`config.mk`:
```
export PLATFORM = sky130hd
export DESIGN_NAME = gated_frequency_counter_autorange_unit
export DESIGN_NICKNAME = d
export VERILOG_FILES = /design/src/rtl/core/gfca_pkg.sv /design/src/rtl/core/gated_frequency_counter_autorange_unit.sv
export SDC_FILE = /design/constraint.sdc
export NUM_CORES = 2
export LEC_CHECK = 0
export ABC_AREA = 1
export BUFFER_PORTS_ARGS = -buffer_cell sky130_fd_sc_hd__buf_2
export CAP_MARGIN = 20
export CORE_MARGIN = 2
export CORE_UTILIZATION = 64
export CTS_BUF_LIST = sky130_fd_sc_hd__clkbuf_16
export DETAILED_ROUTE_END_ITERATION = 8
export GPL_TIMING_DRIVEN = 0
export PLACE_DENSITY = 0.81
export REMOVE_ABC_BUFFERS = 1
export SYNTH_ARGS = -nofsm -noshare
export SYNTH_HDL_FRONTEND = slang
export SYNTH_SLANG_ARGS = --single-unit
```
`constraint.sdc`:
```
create_clock -name clk -period 6.75 [get_ports clk]
set_clock_uncertainty 0.15 [all_clocks]
set_input_delay 0.3375 -clock clk [delete_from_list [all_inputs] [get_ports clk]]
set_output_delay 0.3375 -clock clk [all_outputs]
set_load 0.02 [all_outputs]
```
`src/rtl/core/gfca_pkg.sv`:
```
// Shared constants and types for the gated frequency counter with auto-ranging.
// Used by gated_frequency_counter_autorange_unit; no other dependencies.
`timescale 1ns / 1ps
`default_nettype none

package gfca_pkg;

	localparam int COUNT_BITS_DEF = 32;

	localparam logic [31:0] GATE_CYCLES_RESET = 32'd16000000;
	localparam logic [7:0]  PRESCALE_RESET    = 8'd8;

	localparam int unsigned KILO = 1000;
	localparam int unsigned MEGA = 1000000;

	// floor(2^32 / 125) and floor(2^24 / 125): divide by 1000 as (x >> 3) / 125
	localparam logic [25:0] RECIP125_HI = 26'd34359738;
	localparam logic [17:0] RECIP125_LO = 18'd134217;

	// configuration register indexes
	localparam logic [0:0] REG_GATE_CYCLES = 1'b0;
	localparam logic [0:0] REG_PRESCALE    = 1'b1;

	typedef enum logic [1:0] {
		UNIT_HZ  = 2'd0,
		UNIT_KHZ = 2'd1,
		UNIT_MHZ = 2'd2
	} unit_t;

endpackage

`default_nettype wire

```
`src/rtl/core/gated_frequency_counter_autorange_unit.sv`:
```
// Gated frequency counter: edge counting, gate timing, scaling, range and BCD pipeline.
// Depends on gfca_pkg.
`timescale 1ns / 1ps
`default_nettype none

// One input word per reference clock cycle while s_tready is high. Bit 0 of s_tdata
// flags a rising edge of the measured signal. Edges are counted over gate_cycles
// accepted words (config index 0, zero acts as one); the word that closes a gate
// counts toward it and starts an 11-stage result pipeline (scale by
// prescale_multiplier at config index 1, saturate, divide by 1000 twice through
// reciprocal multiply and correct, then split into BCD digits). Stages advance
// independently, so bubbles collapse while m_tready is low; s_tready drops only
// when a gate-closing word arrives and the first stage is full and stalled.
// cfg_ready is always high.
module gated_frequency_counter_autorange_unit #(
	parameter int COUNT_BITS = gfca_pkg::COUNT_BITS_DEF
) (
	input  wire logic        clk,
	input  wire logic        arst_n,
	input  wire logic        s_tvalid,
	output logic             s_tready,
	input  wire logic [7:0]  s_tdata,   // [0] signal_edge
	output logic             m_tvalid,
	input  wire logic        m_tready,
	output logic [63:0]      m_tdata,   // [31:0] frequency, [47:32] whole_bcd,
	                                    // [59:48] fraction_bcd
	output logic [2:0]       m_tuser,   // [1:0] unit, [2] overflow
	input  wire logic        cfg_valid,
	output logic             cfg_ready,
	input  wire logic [0:0]  cfg_index,
	input  wire logic [31:0] cfg_data
);

	localparam int NS = 11;
	localparam int PW = (COUNT_BITS + 8 > 33) ? COUNT_BITS + 8 : 33;

	// configuration
	logic [31:0] gate_cycles_q;
	logic [7:0]  prescale_q;

	assign cfg_ready = 1'b1;

	always_ff @(posedge clk or negedge arst_n) begin
		if (!arst_n) begin
			gate_cycles_q <= gfca_pkg::GATE_CYCLES_RESET;
			prescale_q    <= gfca_pkg::PRESCALE_RESET;
		end else if (cfg_valid) begin
			case (cfg_index)
				gfca_pkg::REG_GATE_CYCLES: gate_cycles_q <= cfg_data;
				gfca_pkg::REG_PRESCALE:    prescale_q    <= cfg_data[7:0];
				default: ;
			endcase
		end
	end

	// gate and edge counters
	logic [COUNT_BITS-1:0] edge_total_q;
	logic                  edge_sat_q;
	logic [31:0]           gate_elapsed_q;
	logic [31:0]           limit;
	logic [31:0]           elapsed_nxt;
	logic                  gate_end;
	logic [COUNT_BITS-1:0] edge_nxt;
	logic                  sat_nxt;
	logic                  in_acc;
	logic                  sig_edge;

	// stage valids, index 0 is stage 1
	logic [NS-1:0] vld_q;
	logic [NS-1:0] adv;

	assign sig_edge    = s_tdata[0];
	assign limit       = (gate_cycles_q == '0) ? 32'd1 : gate_cycles_q;
	assign elapsed_nxt = (gate_elapsed_q == '1) ? gate_elapsed_q : gate_elapsed_q + 32'd1;
	assign gate_end    = elapsed_nxt >= limit;
	assign edge_nxt    = (sig_edge && edge_total_q != '1) ? edge_total_q + 1'b1 : edge_total_q;
	assign sat_nxt     = edge_sat_q || (sig_edge && edge_total_q == '1);

	// only a gate-closing word needs room in the pipeline
	assign s_tready = adv[0] || !gate_end;
	assign in_acc   = s_tvalid && s_tready;

	always_ff @(posedge clk or negedge arst_n) begin
		if (!arst_n) begin
			edge_total_q   <= '0;
			edge_sat_q     <= 1'b0;
			gate_elapsed_q <= '0;
		end else if (in_acc) begin
			if (gate_end) begin
				edge_total_q   <= '0;
				edge_sat_q     <= 1'b0;
				gate_elapsed_q <= '0;
			end else begin
				edge_total_q   <= edge_nxt;
				edge_sat_q     <= sat_nxt;
				gate_elapsed_q <= elapsed_nxt;
			end
		end
	end

	always_comb begin
		adv[NS-1] = !vld_q[NS-1] || m_tready;
		for (int i = NS - 2; i >= 0; i--) begin
			adv[i] = !vld_q[i] || adv[i+1];
		end
	end

	always_ff @(posedge clk or negedge arst_n) begin
		if (!arst_n) begin
			vld_q <= '0;
		end else begin
			if (adv[0]) begin
				vld_q[0] <= in_acc && gate_end;
			end
			for (int i = 1; i < NS; i++) begin
				if (adv[i]) begin
					vld_q[i] <= vld_q[i-1];
				end
			end
		end
	end

	function automatic logic [3:0] bcd_digit(input logic [13:0] v, input logic [13:0] step);
		logic [3:0] d;
		d = 4'd0;
		for (int k = 1; k < 10; k++) begin
			if (v >= 14'(k) * step) begin
				d = 4'(k);
			end
		end
		return d;
	endfunction

	// s1: capture finished gate
	logic [COUNT_BITS-1:0] cnt_s1;
	logic                  sat_s1;
	logic [7:0]            pre_s1;

	always_ff @(posedge clk) begin
		if (adv[0]) begin
			cnt_s1 <= edge_nxt;
			sat_s1 <= sat_nxt;
			pre_s1 <= prescale_q;
		end
	end

	// s2: scale
	logic [PW-1:0] prod_s2;
	logic          sat_s2;

	always_ff @(posedge clk) begin
		if (adv[1]) begin
			prod_s2 <= PW'(cnt_s1) * PW'(pre_s1);
			sat_s2  <= sat_s1;
		end
	end

	// s3: saturate to 32 bits
	logic [31:0] f_s3;
	logic        ovf_s3;
	logic        ovf_c;

	assign ovf_c = sat_s2 || (prod_s2[PW-1:32] != '0);

	always_ff @(posedge clk) begin
		if (adv[2]) begin
			f_s3   <= ovf_c ? 32'hFFFF_FFFF : prod_s2[31:0];
			ovf_s3 <= ovf_c;
		end
	end

	// s4: range select and estimate of f / 1000
	logic [31:0]           f_s4;
	logic                  ovf_s4;
	gfca_pkg::unit_t       unit_s4;
	logic [22:0]           qk_s4;
	logic [54:0]           pk;
	gfca_pkg::unit_t       unit_c;

	assign pk = 55'(f_s3[31:3]) * 55'(gfca_pkg::RECIP125_HI);

	always_comb begin
		if (f_s3 < 32'(gfca_pkg::KILO)) begin
			unit_c = gfca_pkg::UNIT_HZ;
		end else if (f_s3 < 32'(gfca_pkg::MEGA)) begin
			unit_c = gfca_pkg::UNIT_KHZ;
		end else begin
			unit_c = gfca_pkg::UNIT_MHZ;
		end
	end

	always_ff @(posedge clk) begin
		if (adv[3]) begin
			f_s4    <= f_s3;
			ovf_s4  <= ovf_s3;
			unit_s4 <= unit_c;
			qk_s4   <= pk[54:32];
		end
	end

	// s5: correct quotient by at most one
	logic [31:0]     f_s5;
	logic            ovf_s5;
	gfca_pkg::unit_t unit_s5;
	logic [22:0]     qk_s5;
	logic [9:0]      rk_s5;
	logic [31:0]     rk_full;
	logic [10:0]     rk_raw;
	logic            rk_fix;

	assign rk_full = f_s4 - 32'(qk_s4) * 32'(gfca_pkg::KILO);
	assign rk_raw  = rk_full[10:0];
	assign rk_fix  = rk_raw >= 11'(gfca_pkg::KILO);

	always_ff @(posedge clk) begin
		if (adv[4]) begin
			f_s5    <= f_s4;
			ovf_s5  <= ovf_s4;
			unit_s5 <= unit_s4;
			qk_s5   <= rk_fix ? qk_s4 + 23'd1 : qk_s4;
			rk_s5   <= rk_fix ? 10'(rk_raw - 11'(gfca_pkg::KILO)) : rk_raw[9:0];
		end
	end

	// s6: estimate of (f / 1000) / 1000
	logic [31:0]     f_s6;
	logic            ovf_s6;
	gfca_pkg::unit_t unit_s6;
	logic [22:0]     qk_s6;
	logic [9:0]      rk_s6;
	logic [12:0]     qm_s6;
	logic [37:0]     pm;

	assign pm = 38'(qk_s5[22:3]) * 38'(gfca_pkg::RECIP125_LO);

	always_ff @(posedge clk) begin
		if (adv[5]) begin
			f_s6    <= f_s5;
			ovf_s6  <= ovf_s5;
			unit_s6 <= unit_s5;
			qk_s6   <= qk_s5;
			rk_s6   <= rk_s5;
			qm_s6   <= pm[36:24];
		end
	end

	// s7: correct second quotient
	logic [31:0]     f_s7;
	logic            ovf_s7;
	gfca_pkg::unit_t unit_s7;
	logic [22:0]     qk_s7;
	logic [9:0]      rk_s7;
	logic [12:0]     qm_s7;
	logic [9:0]      rm_s7;
	logic [22:0]     rm_full;
	logic [10:0]     rm_raw;
	logic            rm_fix;

	assign rm_full = qk_s6 - 23'(qm_s6) * 23'(gfca_pkg::KILO);
	assign rm_raw  = rm_full[10:0];
	assign rm_fix  = rm_raw >= 11'(gfca_pkg::KILO);

	always_ff @(posedge clk) begin
		if (adv[6]) begin
			f_s7    <= f_s6;
			ovf_s7  <= ovf_s6;
			unit_s7 <= unit_s6;
			qk_s7   <= qk_s6;
			rk_s7   <= rk_s6;
			qm_s7   <= rm_fix ? qm_s6 + 13'd1 : qm_s6;
			rm_s7   <= rm_fix ? 10'(rm_raw - 11'(gfca_pkg::KILO)) : rm_raw[9:0];
		end
	end

	// s8: pick whole and fraction for the range
	logic [31:0]     f_s8;
	logic            ovf_s8;
	gfca_pkg::unit_t unit_s8;
	logic [12:0]     whole_s8;
	logic [9:0]      frac_s8;
	logic [12:0]     whole_c;
	logic [9:0]      frac_c;

	always_comb begin
		case (unit_s7)
			gfca_pkg::UNIT_HZ: begin
				whole_c = f_s7[12:0];
				frac_c  = '0;
			end
			gfca_pkg::UNIT_KHZ: begin
				whole_c = qk_s7[12:0];
				frac_c  = rk_s7;
			end
			default: begin
				whole_c = qm_s7;
				frac_c  = rm_s7;
			end
		endcase
	end

	always_ff @(posedge clk) begin
		if (adv[7]) begin
			f_s8     <= f_s7;
			ovf_s8   <= ovf_s7;
			unit_s8  <= unit_s7;
			whole_s8 <= whole_c;
			frac_s8  <= frac_c;
		end
	end

	// s9: thousands of whole, hundreds of fraction
	logic [31:0]     f_s9;
	logic            ovf_s9;
	gfca_pkg::unit_t unit_s9;
	logic [3:0]      wd3_s9;
	logic [9:0]      wrem_s9;
	logic [3:0]      fd2_s9;
	logic [6:0]      frem_s9;
	logic [3:0]      wd3_c;
	logic [3:0]      fd2_c;
	logic [12:0]     wrem_c9;
	logic [9:0]      frem_c9;

	assign wd3_c   = bcd_digit(14'(whole_s8), 14'(gfca_pkg::KILO));
	assign fd2_c   = bcd_digit(14'(frac_s8), 14'd100);
	assign wrem_c9 = whole_s8 - 13'(wd3_c) * 13'(gfca_pkg::KILO);
	assign frem_c9 = frac_s8 - 10'(fd2_c) * 10'd100;

	always_ff @(posedge clk) begin
		if (adv[8]) begin
			f_s9    <= f_s8;
			ovf_s9  <= ovf_s8;
			unit_s9 <= unit_s8;
			wd3_s9  <= wd3_c;
			wrem_s9 <= wrem_c9[9:0];
			fd2_s9  <= fd2_c;
			frem_s9 <= frem_c9[6:0];
		end
	end

	// s10: hundreds of whole, tens and ones of fraction
	logic [31:0]     f_s10;
	logic            ovf_s10;
	gfca_pkg::unit_t unit_s10;
	logic [3:0]      wd3_s10;
	logic [3:0]      wd2_s10;
	logic [6:0]      wrem_s10;
	logic [11:0]     fbcd_s10;
	logic [3:0]      wd2_c;
	logic [3:0]      fd1_c;
	logic [9:0]      wrem_c10;
	logic [6:0]      fd0_c;

	assign wd2_c    = bcd_digit(14'(wrem_s9), 14'd100);
	assign fd1_c    = bcd_digit(14'(frem_s9), 14'd10);
	assign wrem_c10 = wrem_s9 - 10'(wd2_c) * 10'd100;
	assign fd0_c    = frem_s9 - 7'(fd1_c) * 7'd10;

	always_ff @(posedge clk) begin
		if (adv[9]) begin
			f_s10    <= f_s9;
			ovf_s10  <= ovf_s9;
			unit_s10 <= unit_s9;
			wd3_s10  <= wd3_s9;
			wd2_s10  <= wd2_c;
			wrem_s10 <= wrem_c10[6:0];
			fbcd_s10 <= {fd2_s9, fd1_c, fd0_c[3:0]};
		end
	end

	// s11: output register, tens and ones of whole
	logic [31:0]     f_s11;
	logic            ovf_s11;
	gfca_pkg::unit_t unit_s11;
	logic [15:0]     wbcd_s11;
	logic [11:0]     fbcd_s11;
	logic [3:0]      wd1_c;
	logic [6:0]      wd0_c;

	assign wd1_c = bcd_digit(14'(wrem_s10), 14'd10);
	assign wd0_c = wrem_s10 - 7'(wd1_c) * 7'd10;

	always_ff @(posedge clk) begin
		if (adv[10]) begin
			f_s11    <= f_s10;
			ovf_s11  <= ovf_s10;
			unit_s11 <= unit_s10;
			wbcd_s11 <= {wd3_s10, wd2_s10, wd1_c, wd0_c[3:0]};
			fbcd_s11 <= fbcd_s10;
		end
	end

	assign m_tvalid = vld_q[NS-1];
	assign m_tdata  = {4'b0000, fbcd_s11, wbcd_s11, f_s11};
	assign m_tuser  = {ovf_s11, unit_s11};

	// counters restart after a gate-closing word
	a_gate_restart: assert property (@(posedge clk) disable iff (!arst_n)
		(in_acc && gate_end) |=> (gate_elapsed_q == '0 && edge_total_q == '0 && !edge_sat_q))
		else $error("counters not cleared at gate end");

	// saturated result carries all-ones frequency
	a_ovf_sat: assert property (@(posedge clk) disable iff (!arst_n)
		(m_tvalid && m_tuser[2]) |-> (m_tdata[31:0] == 32'hFFFF_FFFF))
		else $error("overflow without saturated frequency");

	// Hz range has no fraction digits
	a_hz_frac: assert property (@(posedge clk) disable iff (!arst_n)
		(m_tvalid && m_tuser[1:0] == gfca_pkg::UNIT_HZ) |-> (m_tdata[59:48] == 12'd0))
		else $error("nonzero fraction in Hz range");

	// input stalls only for a gate-closing word against a blocked first stage
	a_stall_cause: assert property (@(posedge clk) disable iff (!arst_n)
		!s_tready |-> (gate_end && vld_q[0] && !adv[0]))
		else $error("unexpected input stall");

endmodule

`default_nettype wire
```
# After elaboration in Yosys (flattened, before gate mapping)
# Index checks and enable logic that the tools add are counted.
[classes]
n_addsub = 13
mul = 10
order_cmp = 50
n_eq_ne = 4
muxes = 58
bitwise = 1
n_reduce_logical = 35
[ops]
columns = ["operator", "n"]
rows = [
  ["$mux W32", 5],
  ["$mux W4", 40],
  ["$ge A10 B10 Y1 const B", 8],
  ["$add A32 B1 Y32 const B", 2],
  ["$eq A32 B32 Y1 const B", 2],
  ["$ge A10 B9 Y1 const B", 6],
  ["$mul A29 B25 Y54 const B", 1],
  ["$ge A13 B13 Y1 const B", 4],
  ["$ge A7 B6 Y1 const B", 6],
  ["$ge A7 B7 Y1 const B", 6],
  ["$mul A32 B8 Y40", 1],
  ["$mul A20 B18 Y37 const B", 1],
  ["$ge A32 B32 Y1", 1],
  ["$logic_not A32 Y1", 1],
  ["$lt A32 B10 Y1 const B", 1],
  ["$lt A32 B20 Y1 const B", 1],
  ["$ne A32 B32 Y1 const B", 1],
  ["$ge A7 B5 Y1 const B", 4],
  ["$ge A13 B12 Y1 const B", 2],
  ["$pmux W13 S2", 1],
  ["$add A23 B1 Y23 const B", 1],
  ["$mul A23 B7 Y8 const B", 1],
  ["$mux W23", 1],
  ["$ge A11 B10 Y1 const B", 2],
  ["other kinds (29)", 72],
]
[totals]
register_bits = 752
inputBits = 46
output_inout_bits = 70
wordCells = 240

# Depth between registers and ports, before layout
[logic_depth]
depth_word = 15
mapped_depth = 27
ltp_nobuf = 27

# Worst setup path before layout
# No wires, ideal clock.
[synth_path]
path_type = "reg2reg"
start = "reg f_s3[31]"
end = "reg qk_s4[21] (data pin)"
setup_ns = 0.253
t_arrival_ns = 5.168
required_ns = 6.347
path_slack_ns = 1.179
path_stages_with_launch = 22
path_buffers = 0
synth_period_minus_slack_ns = 5.571
path_cell_list = "edfxtp_1 -> inv_1 -> ha_1 -> fa_1 -> ha_1 -> fa_1 -> fa_1 -> fa_1 -> inv_1 -> fa_1 -> inv_1 -> ha_1 -> nand2_1 -> inv_1 -> a21oi_1 -> o21ai_0 -> nor2_1 -> inv_1 -> a21oi_1 -> nand2_1 -> nand2_1 -> nand2_1"
[synth_between]
elab_chain_cells = 1
[synth_lines]
columns = ["element", "line_no", "source"]
rows = [
  ["start: declaration", "gated_frequency_counter_autorange_unit.sv:159", "logic [31:0] f_s3;"],
  ["start signal: assignment", "gated_frequency_counter_autorange_unit.sv:167", "f_s3 <= ovf_c ? 32'hFFFF_FFFF : prod_s2[31:0];"],
  ["$mul A29 B25 Y54", "gated_frequency_counter_autorange_unit.sv:180", "assign pk = 55'(f_s3[31:3]) * 55'(gfca_pkg::RECIP125_HI);"],
  ["via pk[53]", "gated_frequency_counter_autorange_unit.sv:177", "logic [54:0] pk;"],
  ["end signal: assignment", "gated_frequency_counter_autorange_unit.sv:197", "qk_s4 <= pk[54:32];"],
  ["end: declaration", "gated_frequency_counter_autorange_unit.sv:176", "logic [22:0] qk_s4;"],
]
# The timed path passes the listed nets, and every way through them passes these cells.
# A chain may end at the register's enable or synchronous reset.

# Worst setup path in the final report
[layout_path]
start = "reg f_s3[22]"
end = "reg qk_s4[21] (data pin)"
# Same word-level chain as after synthesis.

==> summary.txt <==
max-slew violations - 0
Max Clock Freq - 150.6 MHz
Num CTS Buffers - 78
yosys warns - 0
Largest register FFs - 40
RePlAce Congestion - 1.018
CTS H-tree depth - 3
drt pass-1 iters - 6
largest net degree at the start of global routing - 86
clock-pin slew on the worst setup and hold paths - 0.06 ns
Num Clock Sinks - 740
normalized max-slew margin - 0.3592
DRT antenna net count - 0
Post-Syn Instances - 6117
HP Class - input port to asynchronous set/reset pin
ys flop type - edfxtp_1
core box area - 90010 um2
Hold Slack - 0.01780 ns
ys async rst share - 0.1568
initial antenna violation count - 3
r2r setup slk - 0.11 ns
# Max-Cap Violations - 0
total number of vias - 41700
Die W - 305.2 um
Mapped Area - 58070 um2
diode count - 0
vias in the first global route - 42560
Worst Reg-to-Reg Cells - 23
RSZ-0062 raised after global routing - false
cell row count - 110
sequential area share after synthesis - 0.3729
Die Ht - 305.2 um
initial drt markers - 3565
critical path required time - 6.98 ns
Worst Path Arrival - 6.88 ns
critical path class - register to register
port bufs - 103
Final period util - 0.9840
DRC - 0
crit path capture - qk_s4[21]
most frequent cells in the layout - 1339 x nand2_1, 1325 x inv_1, 642 x ha_1
clk_lat worst skew - 0.67 ns
Tmin final - 6.642 ns
initial core utilization - 0.6451
first-pass GRT wire length - 222800 um
grt ovf - 0
CTS tree - done
Syn Area/Cell - 9.493 um2
Worst Setup SP - f_s3[22]
Critical Path Source Type - register
WL per Instance - 18.41 um
fillers - 6565
Die ar. - 93150 um2
number of synthesized flops with an enable pin - 624
total track usage - 0.3043
slew at the pin closest to its max-slew limit - 0.9585 ns
area grow syn2layout - 9.251%
most common cell after layout, fill and taps aside - nand2_1
layout cell share with drive strength beyond 1 - 0.05910
Nets - 7453
outcome - finished clean
endpoints failing setup - 0
critical path fanouts, max - 10
final WL - 138800 um
Top reg by flops - prod_s2
reg2reg end - qk_s4[21]
Critical R2R Launch - f_s3[22]
clock buffer depth - 3
Final HPWL DP - 108300 um
Via density - 5.532
CP Capture Type - register
root buffer cell - clkbuf_16
Ports - 116
post-synthesis cell type count - 55
Final Hold Vio Count - 0
synthesis-stage register bit count - 740
## routing by layer
metal	global-route usage	routed length [um]	vias to the layer above
met3	0.05415	10550	343
met2	0.5101	66980	1553
met4	0.1095	4917	2
li1	-	-	19760
met1	0.4000	56310	20040
met5	0	13	-
## kinds of logic after synthesis
kind of cell    synth area share
simple gates              0.1498
flops                     0.3729
xor+xnor                 0.03318
compound gates           0.04863
fa+ha+maj                 0.2997
buf+inv                  0.09574
other cells            0.0001293
## worst min-delay path by stage
stage / startpoint / end / slack (ns) / cells after the start
after global routing: arst_n / prescale_q[5] / 0.04 / 2
final: arst_n / prescale_q[4] / 0.02 / 2
after global placement: f_s5[27] / f_s6[27] / 0.25 / 0
after CTS: arst_n / prescale_q[5] / 0.005 / 2
after detailed placement: arst_n / prescale_q[4] / 0.08 / 1
after floorplan: arst_n / edge_sat_q / -0.11 / 0
## area by class of cell
type	instances	area [um2]	area share
clock buffers	80	2002	0.03156
clock inverters	65	538.0	0.008481
inverters	1319	4955	0.07810
multi-input cells	3939	30910	0.4873
flip-flops and latches	740	21650	0.3413
well taps	1176	1471	0.02319
repair buffers	219	1908	0.03008
## synth_stat cells (2+ instances only)
master     number  area [um2]
inv_1        1317        4943
o311ai_0        4       35.03
buf_2          15       75.07
a21o_1         32       240.2
nor4_1         25       156.4
inv_2           2       7.510
ha_1          642        8033
conb_1          2       7.510
o31ai_1         8       60.06
nand2_1      1343        5041
a22oi_1         5       37.54
nand4_1        86       538.0
buf_1           5       18.77
nand3b_1        9       67.56
a21oi_1       212        1061
nor2_1        338        1269
nand3_2         2       20.02
nor3_1         65       325.3
dfrtp_1       108        2703
xor2_1        147        1287
buf_4          10       75.07
o21bai_1       21       157.7
or2_2          39       244.0
a31oi_1        27       168.9
nor2_2          2       12.51
clkbuf_1       62       232.7
o21a_1          6       45.04
o211ai_1       11       82.58
dfstp_2         8       210.2
clkbuf_2       24       120.1
buf_8           5       75.07
o2111ai_1       3       26.28
edfxtp_1      624       18740
o21ai_0       160       800.8
nand2_2         3       18.77
nor2_4          2       22.52
nand3_1       178       890.9
a21boi_0        7       52.55
o21ai_1         3       15.01
fa_1          468        9369
xnor2_1        73       639.4
## stage by stage
| step | setup slack (ns) | utilization | instance area (um2) | TNS, ns | instances |
|---|---|---|---|---|---|
| floorplan | 1.015 | - | 57470 | 0 | 5998 |
| global route | 0.005945 | 0.7048 | 63440 | 0 | 7538 |
| detailed placement | -0.2717 | 0.6668 | 60020 | -6.058 | 7299 |
| finish | 0.1081 | 0.7048 | 63440 | 0 | 7538 |
| global placement | -0.3592 | 0.6605 | 59460 | -26.72 | 7277 |
| CTS | 0.006768 | 0.6994 | 62950 | 0 | 7484 |
## critical path: stages, from the launching register on
cell      delay (ns)
edfxtp_1        0.85
inv_1           0.20
ha_1            0.41
inv_1           0.07
fa_1            0.49
inv_1           0.04
ha_1            0.29
fa_1            0.43
fa_1            0.52
fa_1            0.49
inv_1           0.05
fa_1            0.52
inv_1           0.05
ha_1            0.38
a21oi_1         0.26
o21ai_0         0.17
a21oi_1         0.22
nor2_1          0.07
nor2_1          0.23
inv_1           0.07
a21oi_1         0.22
nand2_1         0.08
nand2_1         0.06
nand2_1         0.09
## timing repair
item,in CTS,in global routing
resized for setup,1,2
setup endpoints to repair,44,12
setup buffers,2,50
hold endpoints to repair,154,0
hold buffers,38,0
Power is not shown: default switching activity piles up to over one toggle a cycle in this logic, so the estimate is an artifact.
